**config.mk**
```make
export PLATFORM = sky130hd
export DESIGN_NAME = multi_channel_flicker_output_controller
export DESIGN_NICKNAME = d
export VERILOG_FILES = /design/src/rtl/mcfoc_pkg.sv /design/src/rtl/mcfoc_ctrl.sv /design/src/rtl/mcfoc_dpath.sv /design/src/rtl/multi_channel_flicker_output_controller.sv
export SDC_FILE = /design/constraint.sdc
export NUM_CORES = 1
export LEC_CHECK = 0
export CAP_MARGIN = 10
export CORE_ASPECT_RATIO = 1.5
export CORE_MARGIN = 10
export CORE_UTILIZATION = 45
export DETAILED_ROUTE_END_ITERATION = 8
export DONT_BUFFER_PORTS = 1
export SLEW_MARGIN = 10
export SYNTH_ARGS = -nofsm -noshare
export SYNTH_HDL_FRONTEND = slang
export SYNTH_SLANG_ARGS = --single-unit
```
**constraint.sdc**
```tcl
create_clock -name clk -period 5.7 [get_ports clk]
set_input_delay 1.14 -clock clk [delete_from_list [all_inputs] [get_ports clk]]
set_output_delay 1.14 -clock clk [all_outputs]
set_load 0.02 [all_outputs]
```
**src/rtl/mcfoc_pkg.sv**
```systemverilog
package mcfoc_pkg;

  // channel count and field widths
  localparam int PIN_CHANNELS_DEF = 16;
  localparam int CH_BITS          = 4;
  localparam int PIN_BITS         = 16;

  // request opcodes
  localparam logic [1:0] OP_WRITE = 2'd0;
  localparam logic [1:0] OP_TICK  = 2'd1;
  localparam logic [1:0] OP_APPLY = 2'd2;

  // report kinds
  localparam logic [1:0] KIND_SNAP    = 2'd0;
  localparam logic [1:0] KIND_FLICKER = 2'd1;
  localparam logic [1:0] KIND_PLAIN   = 2'd2;
  localparam logic [1:0] KIND_SCOM    = 2'd3;

  // mode byte kind field
  localparam logic [1:0] MODE_FLICKER = 2'b01;

  typedef struct packed {
    logic [1:0] opcode;
    logic [3:0] channel;
    logic [7:0] mode_value;
  } req_t;

  typedef struct packed {
    logic [1:0]  report_kind;
    logic [3:0]  report_channel;
    logic [6:0]  scom_code;
    logic [15:0] pin_levels;
    logic        last;
  } rpt_t;

  // controller to datapath
  typedef struct packed {
    logic load;
    logic write;
    logic tick_step;
    logic upd_step;
    logic set_pending;
    logic clr_pending;
    logic idx_clr;
    logic emit_rpt;
    logic emit_snap;
  } cmd_t;

  // datapath to controller
  typedef struct packed {
    logic [1:0] opcode;
    logic       pending;
    logic       ch_ok;
    logic       idx_last;
  } sts_t;

  // flicker half period in ticks, unknown index falls back to entry 0
  function automatic logic [7:0] period_of(input logic [3:0] sel);
    logic [7:0] p;
    case (sel)
      4'd0:    p = 8'd10;
      4'd1:    p = 8'd50;
      4'd2:    p = 8'd25;
      4'd3:    p = 8'd16;
      4'd4:    p = 8'd12;
      4'd5:    p = 8'd10;
      4'd6:    p = 8'd5;
      4'd7:    p = 8'd100;
      4'd8:    p = 8'd50;
      default: p = 8'd10;
    endcase
    return p;
  endfunction

endpackage

```
**src/rtl/mcfoc_ctrl.sv**
```systemverilog
module mcfoc_ctrl (
  input  logic              clk,
  input  logic              rst_n,
  input  logic              start,
  output logic              busy,
  input  mcfoc_pkg::sts_t   sts,
  output mcfoc_pkg::cmd_t   cmd
);
  import mcfoc_pkg::*;

  typedef enum logic [5:0] {
    ST_IDLE     = 6'b000001,
    ST_DISPATCH = 6'b000010,
    ST_TICK     = 6'b000100,
    ST_UPD      = 6'b001000,
    ST_RPT      = 6'b010000,
    ST_SNAP     = 6'b100000
  } state_t;

  state_t state_r, state_nxt;

  assign busy = (state_r != ST_IDLE);

  // next state and commands
  always_comb begin
    state_nxt = state_r;
    cmd       = '0;
    unique case (state_r)
      ST_IDLE: begin
        if (start) begin
          cmd.load  = 1'b1;
          state_nxt = ST_DISPATCH;
        end
      end
      ST_DISPATCH: begin
        cmd.idx_clr = 1'b1;
        case (sts.opcode)
          OP_WRITE: begin
            cmd.write = sts.ch_ok;
            state_nxt = ST_SNAP;
          end
          OP_TICK: state_nxt = ST_TICK;
          OP_APPLY: state_nxt = sts.pending ? ST_UPD : ST_SNAP;
          default: state_nxt = ST_SNAP;
        endcase
      end
      ST_TICK: begin
        cmd.tick_step = 1'b1;
        if (sts.idx_last) begin
          cmd.set_pending = 1'b1;
          state_nxt       = ST_SNAP;
        end
      end
      ST_UPD: begin
        cmd.upd_step = 1'b1;
        if (sts.idx_last) begin
          cmd.clr_pending = 1'b1;
          cmd.idx_clr     = 1'b1;
          state_nxt       = ST_RPT;
        end
      end
      ST_RPT: begin
        cmd.emit_rpt = 1'b1;
        if (sts.idx_last) begin
          state_nxt = ST_IDLE;
        end
      end
      ST_SNAP: begin
        cmd.emit_snap = 1'b1;
        state_nxt     = ST_IDLE;
      end
      default: state_nxt = ST_IDLE;
    endcase
  end

  // state register
  always_ff @(posedge clk) begin
    if (!rst_n) begin
      state_r <= ST_IDLE;
    end else begin
      state_r <= state_nxt;
    end
  end

  // an accepted request always leaves idle for dispatch
  a_accept_dispatch: assert property (@(posedge clk) disable iff (!rst_n)
    (start && !busy) |=> (state_r == ST_DISPATCH))
    else $error("accepted request did not reach dispatch");

  // a report pass starts only from the update pass
  a_rpt_entry: assert property (@(posedge clk) disable iff (!rst_n)
    (state_r == ST_RPT) |-> ($past(state_r) == ST_UPD || $past(state_r) == ST_RPT))
    else $error("report pass entered without update pass");

  // report pass ends exactly on the last channel
  a_rpt_exit: assert property (@(posedge clk) disable iff (!rst_n)
    (state_r == ST_RPT && !sts.idx_last) |=> (state_r == ST_RPT))
    else $error("report pass left early");

endmodule

```
**src/rtl/mcfoc_dpath.sv**
```systemverilog
module mcfoc_dpath #(
  parameter int PIN_CHANNELS = mcfoc_pkg::PIN_CHANNELS_DEF
) (
  input  logic              clk,
  input  logic              rst_n,
  input  mcfoc_pkg::req_t   in_req,
  input  mcfoc_pkg::cmd_t   cmd,
  output mcfoc_pkg::sts_t   sts,
  output logic              out_valid,
  output mcfoc_pkg::rpt_t   out_rpt
);
  import mcfoc_pkg::*;

  localparam int CH_W = (PIN_CHANNELS > 1) ? $clog2(PIN_CHANNELS) : 1;
  localparam logic [CH_BITS-1:0] IDX_LAST = CH_BITS'(PIN_CHANNELS - 1);

  req_t                 req_r;
  logic [7:0]           mode_r [PIN_CHANNELS];
  logic [7:0]           cnt_r  [PIN_CHANNELS];
  logic [PIN_CHANNELS-1:0] on_r;
  logic [PIN_BITS-1:0]  pin_r;
  logic                 pending_r;
  logic [CH_BITS-1:0]   idx_r;
  logic                 out_valid_r;
  rpt_t                 out_rpt_r;

  logic [CH_W-1:0]      idx_sel;
  logic [CH_W-1:0]      wr_sel;
  logic [7:0]           cur_mode;
  logic [7:0]           cur_cnt;
  logic [7:0]           period;
  logic [7:0]           cnt_inc;
  logic                 hit_high;
  logic                 hit_low;
  logic                 cur_flicker;

  assign idx_sel  = idx_r[CH_W-1:0];
  assign wr_sel   = req_r.channel[CH_W-1:0];
  assign cur_mode = mode_r[idx_sel];
  assign cur_cnt  = cnt_r[idx_sel];

  // flicker step for the walked channel
  assign period      = period_of(cur_mode[3:0]);
  assign cnt_inc     = cur_cnt + 8'd1;
  assign hit_high    = (cnt_inc == period);
  assign hit_low     = ({1'b0, cnt_inc} >= {period, 1'b0});
  assign cur_flicker = (cur_mode[7:6] == MODE_FLICKER);

  // status toward the controller
  assign sts.opcode   = req_r.opcode;
  assign sts.pending  = pending_r;
  assign sts.ch_ok    = ({1'b0, req_r.channel} < (CH_BITS + 1)'(PIN_CHANNELS));
  assign sts.idx_last = (idx_r == IDX_LAST);

  // request capture
  always_ff @(posedge clk) begin
    if (cmd.load) begin
      req_r <= in_req;
    end
  end

  // channel walk counter
  always_ff @(posedge clk) begin
    if (!rst_n) begin
      idx_r <= '0;
    end else if (cmd.idx_clr) begin
      idx_r <= '0;
    end else if (cmd.tick_step || cmd.upd_step || cmd.emit_rpt) begin
      idx_r <= idx_r + CH_BITS'(1);
    end
  end

  // channel state
  always_ff @(posedge clk) begin
    if (!rst_n) begin
      for (int i = 0; i < PIN_CHANNELS; i++) begin
        mode_r[i] <= '0;
        cnt_r[i]  <= '0;
      end
      on_r      <= '0;
      pin_r     <= '0;
      pending_r <= 1'b0;
    end else begin
      if (cmd.write) begin
        mode_r[wr_sel] <= req_r.mode_value;
        pending_r      <= 1'b1;
      end
      if (cmd.set_pending) begin
        pending_r <= 1'b1;
      end
      if (cmd.clr_pending) begin
        pending_r <= 1'b0;
      end
      if (cmd.tick_step && on_r[idx_sel]) begin
        if (hit_high) begin
          pin_r[idx_r] <= 1'b1;
          cnt_r[idx_sel] <= cnt_inc;
        end else if (hit_low) begin
          pin_r[idx_r] <= 1'b0;
          cnt_r[idx_sel] <= '0;
        end else begin
          cnt_r[idx_sel] <= cnt_inc;
        end
      end
      if (cmd.upd_step) begin
        on_r[idx_sel] <= cur_flicker;
        if (!cur_flicker) begin
          cnt_r[idx_sel] <= '0;
          if (!cur_mode[7]) begin
            pin_r[idx_r] <= cur_mode[0];
          end
        end
      end
    end
  end

  // result register
  always_ff @(posedge clk) begin
    if (!rst_n) begin
      out_valid_r <= 1'b0;
    end else begin
      out_valid_r <= cmd.emit_rpt || cmd.emit_snap;
    end
  end

  always_ff @(posedge clk) begin
    if (cmd.emit_rpt) begin
      out_rpt_r.report_channel <= idx_r;
      out_rpt_r.pin_levels     <= pin_r;
      out_rpt_r.last           <= sts.idx_last;
      if (on_r[idx_sel]) begin
        out_rpt_r.report_kind <= KIND_FLICKER;
        out_rpt_r.scom_code   <= '0;
      end else if (cur_mode[7]) begin
        out_rpt_r.report_kind <= KIND_SCOM;
        out_rpt_r.scom_code   <= cur_mode[6:0];
      end else begin
        out_rpt_r.report_kind <= KIND_PLAIN;
        out_rpt_r.scom_code   <= '0;
      end
    end else if (cmd.emit_snap) begin
      out_rpt_r.report_kind    <= KIND_SNAP;
      out_rpt_r.report_channel <= '0;
      out_rpt_r.scom_code      <= '0;
      out_rpt_r.pin_levels     <= pin_r;
      out_rpt_r.last           <= 1'b1;
    end
  end

  assign out_valid = out_valid_r;
  assign out_rpt   = out_rpt_r;

  // pins beyond the channel count stay low
  a_pin_range: assert property (@(posedge clk) disable iff (!rst_n)
    ((pin_r >> PIN_CHANNELS) == '0))
    else $error("pin set beyond channel count");

  // reports of one apply follow back to back with the same pin snapshot
  a_rpt_burst: assert property (@(posedge clk) disable iff (!rst_n)
    (out_valid_r && !out_rpt_r.last) |=>
      (out_valid_r && $stable(out_rpt_r.pin_levels)))
    else $error("apply reports broken up or pins moved");

  // nothing follows the final result of a request
  a_last_gap: assert property (@(posedge clk) disable iff (!rst_n)
    (out_valid_r && out_rpt_r.last) |=> !out_valid_r)
    else $error("result after final result");

endmodule

```
**src/rtl/multi_channel_flicker_output_controller.sv**
```systemverilog
// a write, unused opcode or idle apply goes from dispatch straight to a single snapshot result;
// a tick walks the channels one per cycle, then gives its snapshot; an apply with changes pending
// walks an update pass, then a report pass that gives one report per channel
// busy stays high until the sequencer is back in idle, and no new request is taken while busy
// results come on a strobe and are never stalled; reports of one apply come back to back
// synchronous active-low reset clears all mode bytes, counters, enables, pins and pending mark
module multi_channel_flicker_output_controller #(
  parameter int PIN_CHANNELS = mcfoc_pkg::PIN_CHANNELS_DEF
) (
  input  logic              clk,
  input  logic              rst_n,
  input  logic              start,
  output logic              busy,
  input  mcfoc_pkg::req_t   in_req,
  output logic              out_valid,
  output mcfoc_pkg::rpt_t   out_rpt
);
  import mcfoc_pkg::*;

  cmd_t cmd;
  sts_t sts;

  // sequencer
  mcfoc_ctrl u_ctrl (
    .clk   (clk),
    .rst_n (rst_n),
    .start (start),
    .busy  (busy),
    .sts   (sts),
    .cmd   (cmd)
  );

  // channel state and result register
  mcfoc_dpath #(
    .PIN_CHANNELS (PIN_CHANNELS)
  ) u_dpath (
    .clk       (clk),
    .rst_n     (rst_n),
    .in_req    (in_req),
    .cmd       (cmd),
    .sts       (sts),
    .out_valid (out_valid),
    .out_rpt   (out_rpt)
  );

endmodule
```
==> results of run 1 <==
==> registers in the layout (all words and copies together) (netlist names), named ones only <==
register and flops:
u_dpath.on_r 16, u_dpath.wr_sel 4, u_dpath.cnt_r 128, u_dpath.out_valid 1, u_dpath.sts 2, u_ctrl.state_r 6, u_dpath.out_rpt 30, u_dpath.pending_r 1
u_dpath.mode_r 128, u_dpath.pin_r 16, u_dpath.req_r 8, u_dpath.idx_r 4
==> area by class of cell <==
cell class                      instances  area (um2)
Tap cell                              489       611.8
Clock buffer                           49       959.7
Sequential cell                       348        9978
Inverter                               12       45.04
Multi-Input combinational cell        788        6480
Clock inverter                         16       95.09
Timing Repair Buffer                   41       320.3
Fill cell                            3281       18960
==> cells by family (layout without fill, tap and decap cells) <==
kind of cell,count (synthesis),in the layout,share of synthesized area [%]
muxes,88,88,10.84
xor gates and xnor gates,11,11,0.7230
and+or+nand+nor,527,527,19.47
DFF,348,348,58.78
buffers and inverters,114,118,3.202
AOI/OAI and AO/OA,150,150,6.101
adders and majority gates,12,12,0.8853
==> routing by layer <==
metal | up-vias | track usage [%] | share of wire, %
met5 | - | 0 | 0.030
met4 | 2 | 7.299 | 3.6
met3 | 76 | 2.585 | 3.6
met2 | 252 | 35.13 | 56
met1 | 5283 | 21.86 | 37
li1 | 4780 | - | -
==> through the flow <==
step	std cells	cell area, um2	total power, mW
6_report	1743	18490	5.250
3_3_place_gp	1678	17440	3.137
3_5_place_dp	1678	17440	3.143
4_1_cts	1743	18490	5.297
2_1_floorplan	1250	16960	3.058
5_1_grt	1743	18490	5.414
==> worst paths after layout <==
check,startpoint,to,slack (ns),cells past startpoint
setup / recovery,register,u_dpath.cnt_r[4][3],0.62,15
hold / removal,u_dpath.pin_r[8],u_dpath.out_rpt[9],0.43,0
setup reg to reg,register,u_dpath.cnt_r[4][3],0.62,15
hold reg to reg,u_dpath.pin_r[8],u_dpath.out_rpt[9],0.43,0
==> power breakdown <==
part | internal, mW | switching (mW) | total [mW]
logic | 0.0650 | 0.129 | 0.194
clock network | 1.19 | 0.976 | 2.16
registers | 2.84 | 0.0522 | 2.89
total | 4.09 | 1.16 | 5.25
==> cells in the final DEF (no fill, tap or decap), types with 4 or more instances in the layout <==
| master | n |
|---|---|
| edfxtp_1 | 300 |
| or3_1 | 4 |
| and3_1 | 12 |
| nor4_1 | 25 |
| nor3_1 | 37 |
| a21boi_0 | 17 |
| clkbuf_1 | 12 |
| xor2_1 | 4 |
| dfxtp_1 | 45 |
| o21ai_0 | 34 |
| o211ai_1 | 32 |
| clkinv_2 | 8 |
| nand3b_1 | 5 |
| nand3_1 | 39 |
| mux4_2 | 76 |
| nand4_1 | 32 |
| xnor2_1 | 4 |
| clkbuf_16 | 36 |
| buf_4 | 40 |
| inv_1 | 11 |
| nand4b_1 | 4 |
| or2_2 | 14 |
| nor4_2 | 30 |
| mux2_2 | 5 |
| a21oi_1 | 7 |
| and2_1 | 139 |
| nor2b_1 | 17 |
| nand2b_1 | 12 |
| o21a_1 | 7 |
| a22oi_1 | 6 |
| mux2i_1 | 7 |
| nor2_1 | 57 |
| o21ai_1 | 18 |
| clkinv_1 | 4 |
| ha_1 | 12 |
| nand2_1 | 50 |
| nor3_2 | 37 |
==> flow_metrics.py, run 1 <==
metrics = {
    "timing": {
        "slew_viol_final": 0,
        "hold-worst-slack_ns": 0.4325,
        "hold_violations": 0,
        "maxSlewHeadroom_pct": 21.96,
        "min_period_ns": 5.084,
        "final.setup.tns_ns": 0,
        "fmax_mhz": 196.7,
        "layout_setup_ws_ns": 0.6161,
        "clock_skew_ns": 0.02518,
        "setup_viol": 0,
        "rsz0062_at_grt": "no",
        "period_share_pct": 89.19,
        "worstMarginPinSlew_ns": 1.158,
    },
    "grt": {
        "grt_pass1_vias": 10700,
        "grt_use_total_pct": 19.13,
        "grt_pass1_wl_um": 66940,
        "antenna_found_initial": 1,
        "grt_max_degree": 115,
        "grt-ovfl-total": 0,
    },
    "logic_synthesis": {
        "ys_ff_latch": 348,
        "synth_cells": 1250,
        "synth_edf_count": 300,
        "ys_seq_area_share_pct": 58.78,
        "synthFlopType": "edfxtp_1",
        "async_flop_share_pct": 0,
        "synth.area.top_cells": "edfxtp_1, mux4_2, dfxtp_1, and2_1, nor4_2",
        "synth.most_common_cell": "edfxtp_1",
        "synth.cells.most_frequent": "edfxtp_1, and2_1, mux4_2",
        "synth_top_area_cell": "edfxtp_1",
        "synth.net_count": 1279,
        "yosys_warnings": 0,
        "synth_top_area_share_pct": 53.12,
        "yosysUniqueCellTypes": 70,
        "syn_avg_cell_area_um2": 13.57,
        "syn_area_um2": 16960,
    },
    "run": {
        "max_cap_viol_count": 0,
    },
    "clock_tree": {
        "cts_buffer_depth": 3,
        "htreeDepth": 2,
        "cts_hold_buf": 0,
        "cts-buffers-inserted": 36,
        "cts_tree": "done",
        "cts_setup_buffers": 0,
        "cts-resized-gates": 0,
        "clk_latency_ns": 0.54,
        "cts.sinks": 348,
        "root_buffer": "clkbuf_16",
        "clkTransAtPathRegs_ns": 0.06,
    },
    "final_layout": {
        "antenna_cells": 0,
        "syn_to_final_growth_pct": 9.022,
        "drive_gt1_share_pct": 21.37,
        "fin_nets": 1256,
        "final_util_pct": 49.38,
    },
    "route": {
        "wl_per_cell_um": 25.22,
        "vias_per_cell": 5.963,
        "antenna_left": 0,
        "vias": 10390,
        "wl_um": 43960,
        "drtPass1Iterations": 5,
        "initialDrtViolationCount": 958,
        "post-route-drc-count": 0,
    },
    "worst_setup_path": {
        "critical_path.top_delay_family": "compound AO/OA/AOI/OAI gates",
        "max_stage_delay_ns": 0.61,
        "cp_common_cell": "o21a_1",
        "end_kind": "register",
        "worstSetupStartpointType": "register",
        "arrival_ns": 5.33,
        "slowest_stage": "dfxtp_4",
        "required_ns": 5.95,
        "cp_max_fo": 112,
        "crit_buf_inv": 3,
        "crit_type": "register to register",
        "crit_chain": "buf_4, mux4_2, a22oi_1, nand2_1, nor4_1, a31o_2, inv_1, ha_1, o21a_1, o21a_1, o21ai_0, o21bai_1, a41oi_4, buf_12, nor3_1",
    },
    "pwr": {
        "p_per_area_nw_per_um2": 283.9,
        "ir_worst_vdd_v": 0.0002716,
        "p_leak_nw": 5.842,
    },
    "placed_design": {
        "port_buffers": 0,
        "place_ws_ns": 0.6913,
        "place_congestion": 0.8781,
        "dpl.hpwl_um": 30630,
    },
    "floorplan": {
        "io_pins": 49,
        "row_count": 87,
        "dieArea_um2": 46010,
        "initial_core_util_pct": 45.29,
        "die_h_um": 257.8,
        "die_w_um": 178.5,
        "core_region_area_um2": 37450,
    },
    "run_status": {
        "status": "finished, final reports clean",
    },
    "min_path": {
        "hold_path.class": "register to register",
    },
}
No activity file was read; power rests on OpenSTA's default activity.
==> run 2, diff against run 1 <==
BUFFER_PORTS_ARGS = -buffer_cell sky130_fd_sc_hd__buf_2   (was not set)
DONT_BUFFER_PORTS = not set   (was 1)
RECOVER_POWER = 25   (was not set)
TNS_END_PERCENT = 1   (was not set)
==> run 2 against run 1 <==
The flow now finishes with violations (max-capacitance violations, max-slew violations); largest power group unchanged; global-route usage rose by 0.41 points; utilization rose by 1.2 points; cell area rose by 2.4%; total power up 4.2%; critical endpoint is now u_dpath.cnt_r[13][1]; final cell count increased by 3.6%; via count up 3.0%; worst setup slack gained 0.20 ns; critical path depth fell by 1; sequential power about the same; first-iteration DRC count rose by 2.3%; routed wire length rose by 1.9%; clock power is 9.3% higher.
==> flow_metrics.py, run 2 (same netlist as run 1, synthesis figures left out) <==
metrics = {
    "timing": {
        "setup_viol": 0,
        "maxSlewHeadroom_pct": -101.7,
        "final.setup.tns_ns": 0,
        "period_share_pct": 85.70,
        "hold_violations": 0,
        "fmax_mhz": 204.7,
        "layout_setup_ws_ns": 0.8154,
        "clock_skew_ns": 0.02671,
        "worstMarginPinSlew_ns": 3.014,
        "slew_viol_final": 32,
        "rsz0062_at_grt": "no",
        "min_period_ns": 4.885,
    },
    "clock_tree": {
        "cts_setup_buffers": 0,
        "clk_latency_ns": 0.55,
        "root_buffer": "clkbuf_16",
        "htreeDepth": 2,
        "clkTransAtPathRegs_ns": 0.06,
        "cts_tree": "done",
        "cts_buffer_depth": 3,
        "cts_hold_buf": 0,
        "cts-resized-gates": 0,
        "cts-buffers-inserted": 36,
        "cts.sinks": 348,
    },
    "run": {
        "max_cap_viol_count": 1,
    },
    "final_layout": {
        "drive_gt1_share_pct": 22.78,
        "n_fill_cell": 3258,
        "final_cell_mix": "edfxtp_1, and2_1, mux4_2",
        "multi_input_comb_area_um2": 6469,
        "fin_area_um2": 18940,
        "seqCellArea_um2": 9978,
        "fin_nets": 1319,
        "syn_to_final_growth_pct": 11.69,
        "layout_commonest_cell": "edfxtp_1",
        "antenna_cells": 0,
    },
    "worst_setup_path": {
        "slowest_stage": "dfxtp_4",
        "critical_path.top_delay_family": "compound AO/OA/AOI/OAI gates",
        "max_stage_delay_ns": 0.92,
        "crit_type": "register to register",
        "worstSetupStartpointType": "register",
        "crit_chain": "mux4_2, a22oi_2, nand2_1, nor4_1, a31o_2, inv_1, ha_1, o21a_1, o21a_1, o21ai_0, o21bai_1, a41oi_4, buf_4, nor4_1",
        "crit_buf_inv": 2,
        "required_ns": 5.96,
        "cp_max_fo": 46,
        "end_kind": "register",
        "arrival_ns": 5.15,
    },
    "route": {
        "wl_per_cell_um": 24.81,
        "post-route-drc-count": 0,
        "vias": 10710,
        "drtPass1Iterations": 5,
        "initialDrtViolationCount": 980,
        "wl_um": 44800,
        "vias_per_cell": 5.927,
        "antenna_left": 0,
    },
    "floorplan": {
        "row_count": 87,
        "dieArea_um2": 46010,
        "initial_core_util_pct": 45.29,
        "die_h_um": 257.8,
        "core_region_area_um2": 37450,
        "io_pins": 49,
        "die_w_um": 178.5,
    },
    "run_status": {
        "status": "finished, violations left",
        "failed_checks": "max-capacitance violations, max-slew violations",
    },
    "grt": {
        "grt-ovfl-total": 0,
        "antenna_found_initial": 0,
        "grt_max_degree": 74,
        "grt_pass1_wl_um": 68360,
        "grt_pass1_vias": 10930,
        "grt_use_total_pct": 19.54,
    },
    "placed_design": {
        "port_buffers": 48,
        "placedInstanceArea_um2": 17840,
        "place_congestion": 0.8962,
        "place_ws_ns": 0.8543,
        "dpl.hpwl_um": 31480,
    },
    "pwr": {
        "ir_worst_vdd_v": 0.0002354,
        "power_mw": 5.468,
        "p_leak_nw": 6.065,
        "p_per_area_nw_per_um2": 288.7,
    },
    "min_path": {
        "hold_path.class": "register to register",
    },
}
[run 2: path summary, 6_finish.rpt]
path	from	to	slack, ns	cells after the start
hold reg to reg	u_dpath.pin_r[1]	u_dpath.out_rpt[2]	0.44	0
setup / recovery	register	u_dpath.cnt_r[13][1]	0.82	14
hold / removal	u_dpath.pin_r[1]	u_dpath.out_rpt[2]	0.44	0
setup reg to reg	register	u_dpath.cnt_r[13][1]	0.82	14
[run 2: cell type report]
| cell class | count | share of cell area, % |
|---|---|---|
| clock inverter | 20 | 1.077 |
| multi-input combinational | 788 | 34.15 |
| timing repair buffer | 104 | 3.540 |
| inverter | 12 | 0.2378 |
| tap | 489 | 3.230 |
| clock buffer | 45 | 5.092 |
| sequential | 348 | 52.67 |
[run 2: metal layers]
metal	global-route usage, %	routed length, um
met2	35.70	24460
met4	8.220	1794
met1	22.49	17000
met3	2.133	1535
met5	0	0
[run 2: power breakdown]
group          internal [mW]  switching, mW  total, mW  leakage [nW]
Sequential              2.84         0.0507       2.89          3.34
Clock                   1.35           1.01       2.36         0.580
Combinational         0.0722          0.143      0.216          2.15
Total                   4.26           1.21       5.47          6.06
[run 2: worst register-to-register path, delay by kind of cell (launching register included)]
family	cells	cell delay (ns)
AO/OA/AOI/OAI	7	1.68
adder cells (fa/ha/maj)	1	0.28
buffers and inverters	2	0.33
flip-flops	1	0.92
multiplexers	1	0.45
AND/OR/NAND/NOR	3	0.93
[run 2: through the flow]
stage	instances	hold WS (ns)	util (%)
floorplan	1250	0.4085	-
global placement	1741	0.4234	47.63
detailed placement	1741	0.4202	47.63
CTS	1806	0.4356	50.76
global route	1806	0.4506	50.59
finish	1806	0.4374	50.59
==> run 3, diff against run 2 <==
==> constraint.sdc (replaced) <==
create_clock -name clk -period 5.7 [get_ports clk]
set_input_delay 0.855 -clock clk [delete_from_list [all_inputs] [get_ports clk]]
set_output_delay 0.855 -clock clk [all_outputs]
set_load 0.02 [all_outputs]
==> run 3 against run 2 <==
The flow still finishes with violations (max-capacitance violations, max-slew violations); critical path depth up 1; worst setup slack worse by 0.034 ns; sequential share of layout area up 0.087 points; total power about the same; clock skew down 0.0089 ns; utilization down 0.084 points; combinational power about the same; cell area down 0.17%; sequential power about the same; clock-buffer cell count up 5; global-route usage down 0.30 points; die area unchanged; critical endpoint is now u_dpath.cnt_r[0][1].
==> flow_metrics.py, run 3 (same netlist as run 1, synthesis figures left out) <==
metrics = {
    "route": {
        "topRoutingLayerUsed": "met4",
        "wl_per_cell_um": 24.36,
        "initialDrtViolationCount": 809,
        "wl_met3_um": 1700,
        "vias_per_cell": 5.947,
        "post-route-drc-count": 0,
        "wl_met2_um": 23480,
        "wl_um": 43930,
        "vias": 10720,
        "wl_met1_um": 16410,
        "drtPass1Iterations": 5,
        "antenna_left": 0,
    },
    "grt": {
        "grt_max_degree": 82,
        "grt-ovfl-total": 0,
        "grt_pass1_wl_um": 67500,
        "antenna_found_initial": 0,
        "grt_use_total_pct": 19.23,
        "grt_pass1_vias": 10920,
    },
    "worst_setup_path": {
        "slowest_stage": "dfxtp_4",
        "arrival_ns": 5.17,
        "end_kind": "register",
        "required_ns": 5.95,
        "max_stage_delay_ns": 0.60,
        "cp_max_fo": 21,
        "crit_chain": "buf_4, mux4_2, a22oi_1, nand2_1, nor4_1, a31o_2, inv_1, ha_1, o21a_1, o21a_1, o21ai_0, o21bai_1, a41oi_4, buf_4, nor4_1",
        "worstSetupStartpointType": "register",
        "crit_type": "register to register",
        "crit_buf_inv": 3,
        "critical_path.top_delay_family": "compound AO/OA/AOI/OAI gates",
    },
    "timing": {
        "hold_violations": 0,
        "clock_skew_ns": 0.01782,
        "period_share_pct": 86.29,
        "slew_viol_final": 32,
        "layout_setup_ws_ns": 0.7814,
        "min_period_ns": 4.919,
        "fmax_mhz": 203.3,
        "final.setup.tns_ns": 0,
        "rsz0062_at_grt": "no",
        "worstMarginPinSlew_ns": 2.841,
        "setup_viol": 0,
        "maxSlewHeadroom_pct": -90.11,
    },
    "clock_tree": {
        "cts_setup_buffers": 0,
        "cts-resized-gates": 0,
        "htreeDepth": 2,
        "clk_latency_ns": 0.53,
        "cts.sinks": 348,
        "clkTransAtPathRegs_ns": 0.06,
        "cts_buffer_depth": 3,
        "cts_tree": "done",
        "cts_hold_buf": 0,
        "root_buffer": "clkbuf_16",
        "cts-buffers-inserted": 36,
    },
    "final_layout": {
        "syn_to_final_growth_pct": 11.51,
        "layout_commonest_cell": "edfxtp_1",
        "antenna_cells": 0,
        "drive_gt1_share_pct": 21.99,
        "final_cell_mix": "edfxtp_1, and2_1, mux4_2",
        "fin_nets": 1318,
        "n_fill_cell": 3275,
    },
    "floorplan": {
        "row_count": 87,
        "die_h_um": 257.8,
        "io_pins": 49,
        "dieArea_um2": 46010,
        "initial_core_util_pct": 45.29,
        "core_region_area_um2": 37450,
        "die_w_um": 178.5,
    },
    "pwr": {
        "p_per_area_nw_per_um2": 288.9,
        "ir_worst_vdd_v": 0.0002496,
        "p_leak_nw": 6.026,
    },
    "min_path": {
        "min_from": "u_dpath.pin_r[5]",
        "hold_path.class": "register to register",
    },
    "run_status": {
        "failed_checks": "max-capacitance violations, max-slew violations",
        "status": "finished, violations left",
    },
    "placed_design": {
        "place_congestion": 0.8828,
        "port_buffers": 48,
        "place_ws_ns": 0.7671,
        "dpl.hpwl_um": 30950,
    },
    "run": {
        "max_cap_viol_count": 1,
    },
}
[run 3: layout make-up]
type	instances	area, um2	area share, %
Timing Repair Buffer	103	659.4	3.487
Multi-Input combinational cell	788	6469	34.20
Inverter	12	45.04	0.2382
Tap cell	489	611.8	3.235
Clock inverter	13	163.9	0.8667
Clock buffer	50	984.7	5.207
Sequential cell	348	9978	52.76
[run 3: report_power, final]
part | leakage [nW] | switching, mW | internal (mW) | total, mW
Combinational | 2.13 | 0.142 | 0.0744 | 0.217
Clock | 0.560 | 0.970 | 1.39 | 2.36
Sequential | 3.34 | 0.0507 | 2.84 | 2.89
[run 3: metrics by stage]
stage	util (%)	instance area, um2	total power [mW]	cells	hold slack (ns)
after floorplan	-	16960	3.058	1250	0.4085
after global placement	47.61	17830	3.160	1740	0.4179
after detailed placement	47.61	17830	3.163	1740	0.4225
after CTS	50.68	18980	5.502	1803	0.4381
after global routing	50.50	18910	5.618	1803	0.4446
final	50.50	18910	5.464	1803	0.4382
[run 3: metal layers]
layer,vias up,global-route usage (%)
li1,4902,-
met4,0,9.394
met1,5437,22.40
met2,284,34.01
met3,99,2.483
met5,-,0
[run 3: path summary, 6_finish.rpt]
path | slack (ns) | endpoint | depth (start not counted)
max | 0.78 | u_dpath.cnt_r[0][1] | 15
min | 0.44 | u_dpath.out_rpt[6] | 0
max reg2reg | 0.78 | u_dpath.cnt_r[0][1] | 15
min reg2reg | 0.44 | u_dpath.out_rpt[6] | 0
[run 3: worst reg2reg max path, stage by stage, from the launching register on]
cell	delay, ns
dfxtp_4	0.60
buf_4	0.34
mux4_2	0.58
a22oi_1	0.36
nand2_1	0.33
nor4_1	0.49
a31o_2	0.20
inv_1	0.05
ha_1	0.26
o21a_1	0.11
o21a_1	0.10
o21ai_0	0.09
o21bai_1	0.27
a41oi_4	0.40
buf_4	0.34
nor4_1	0.10
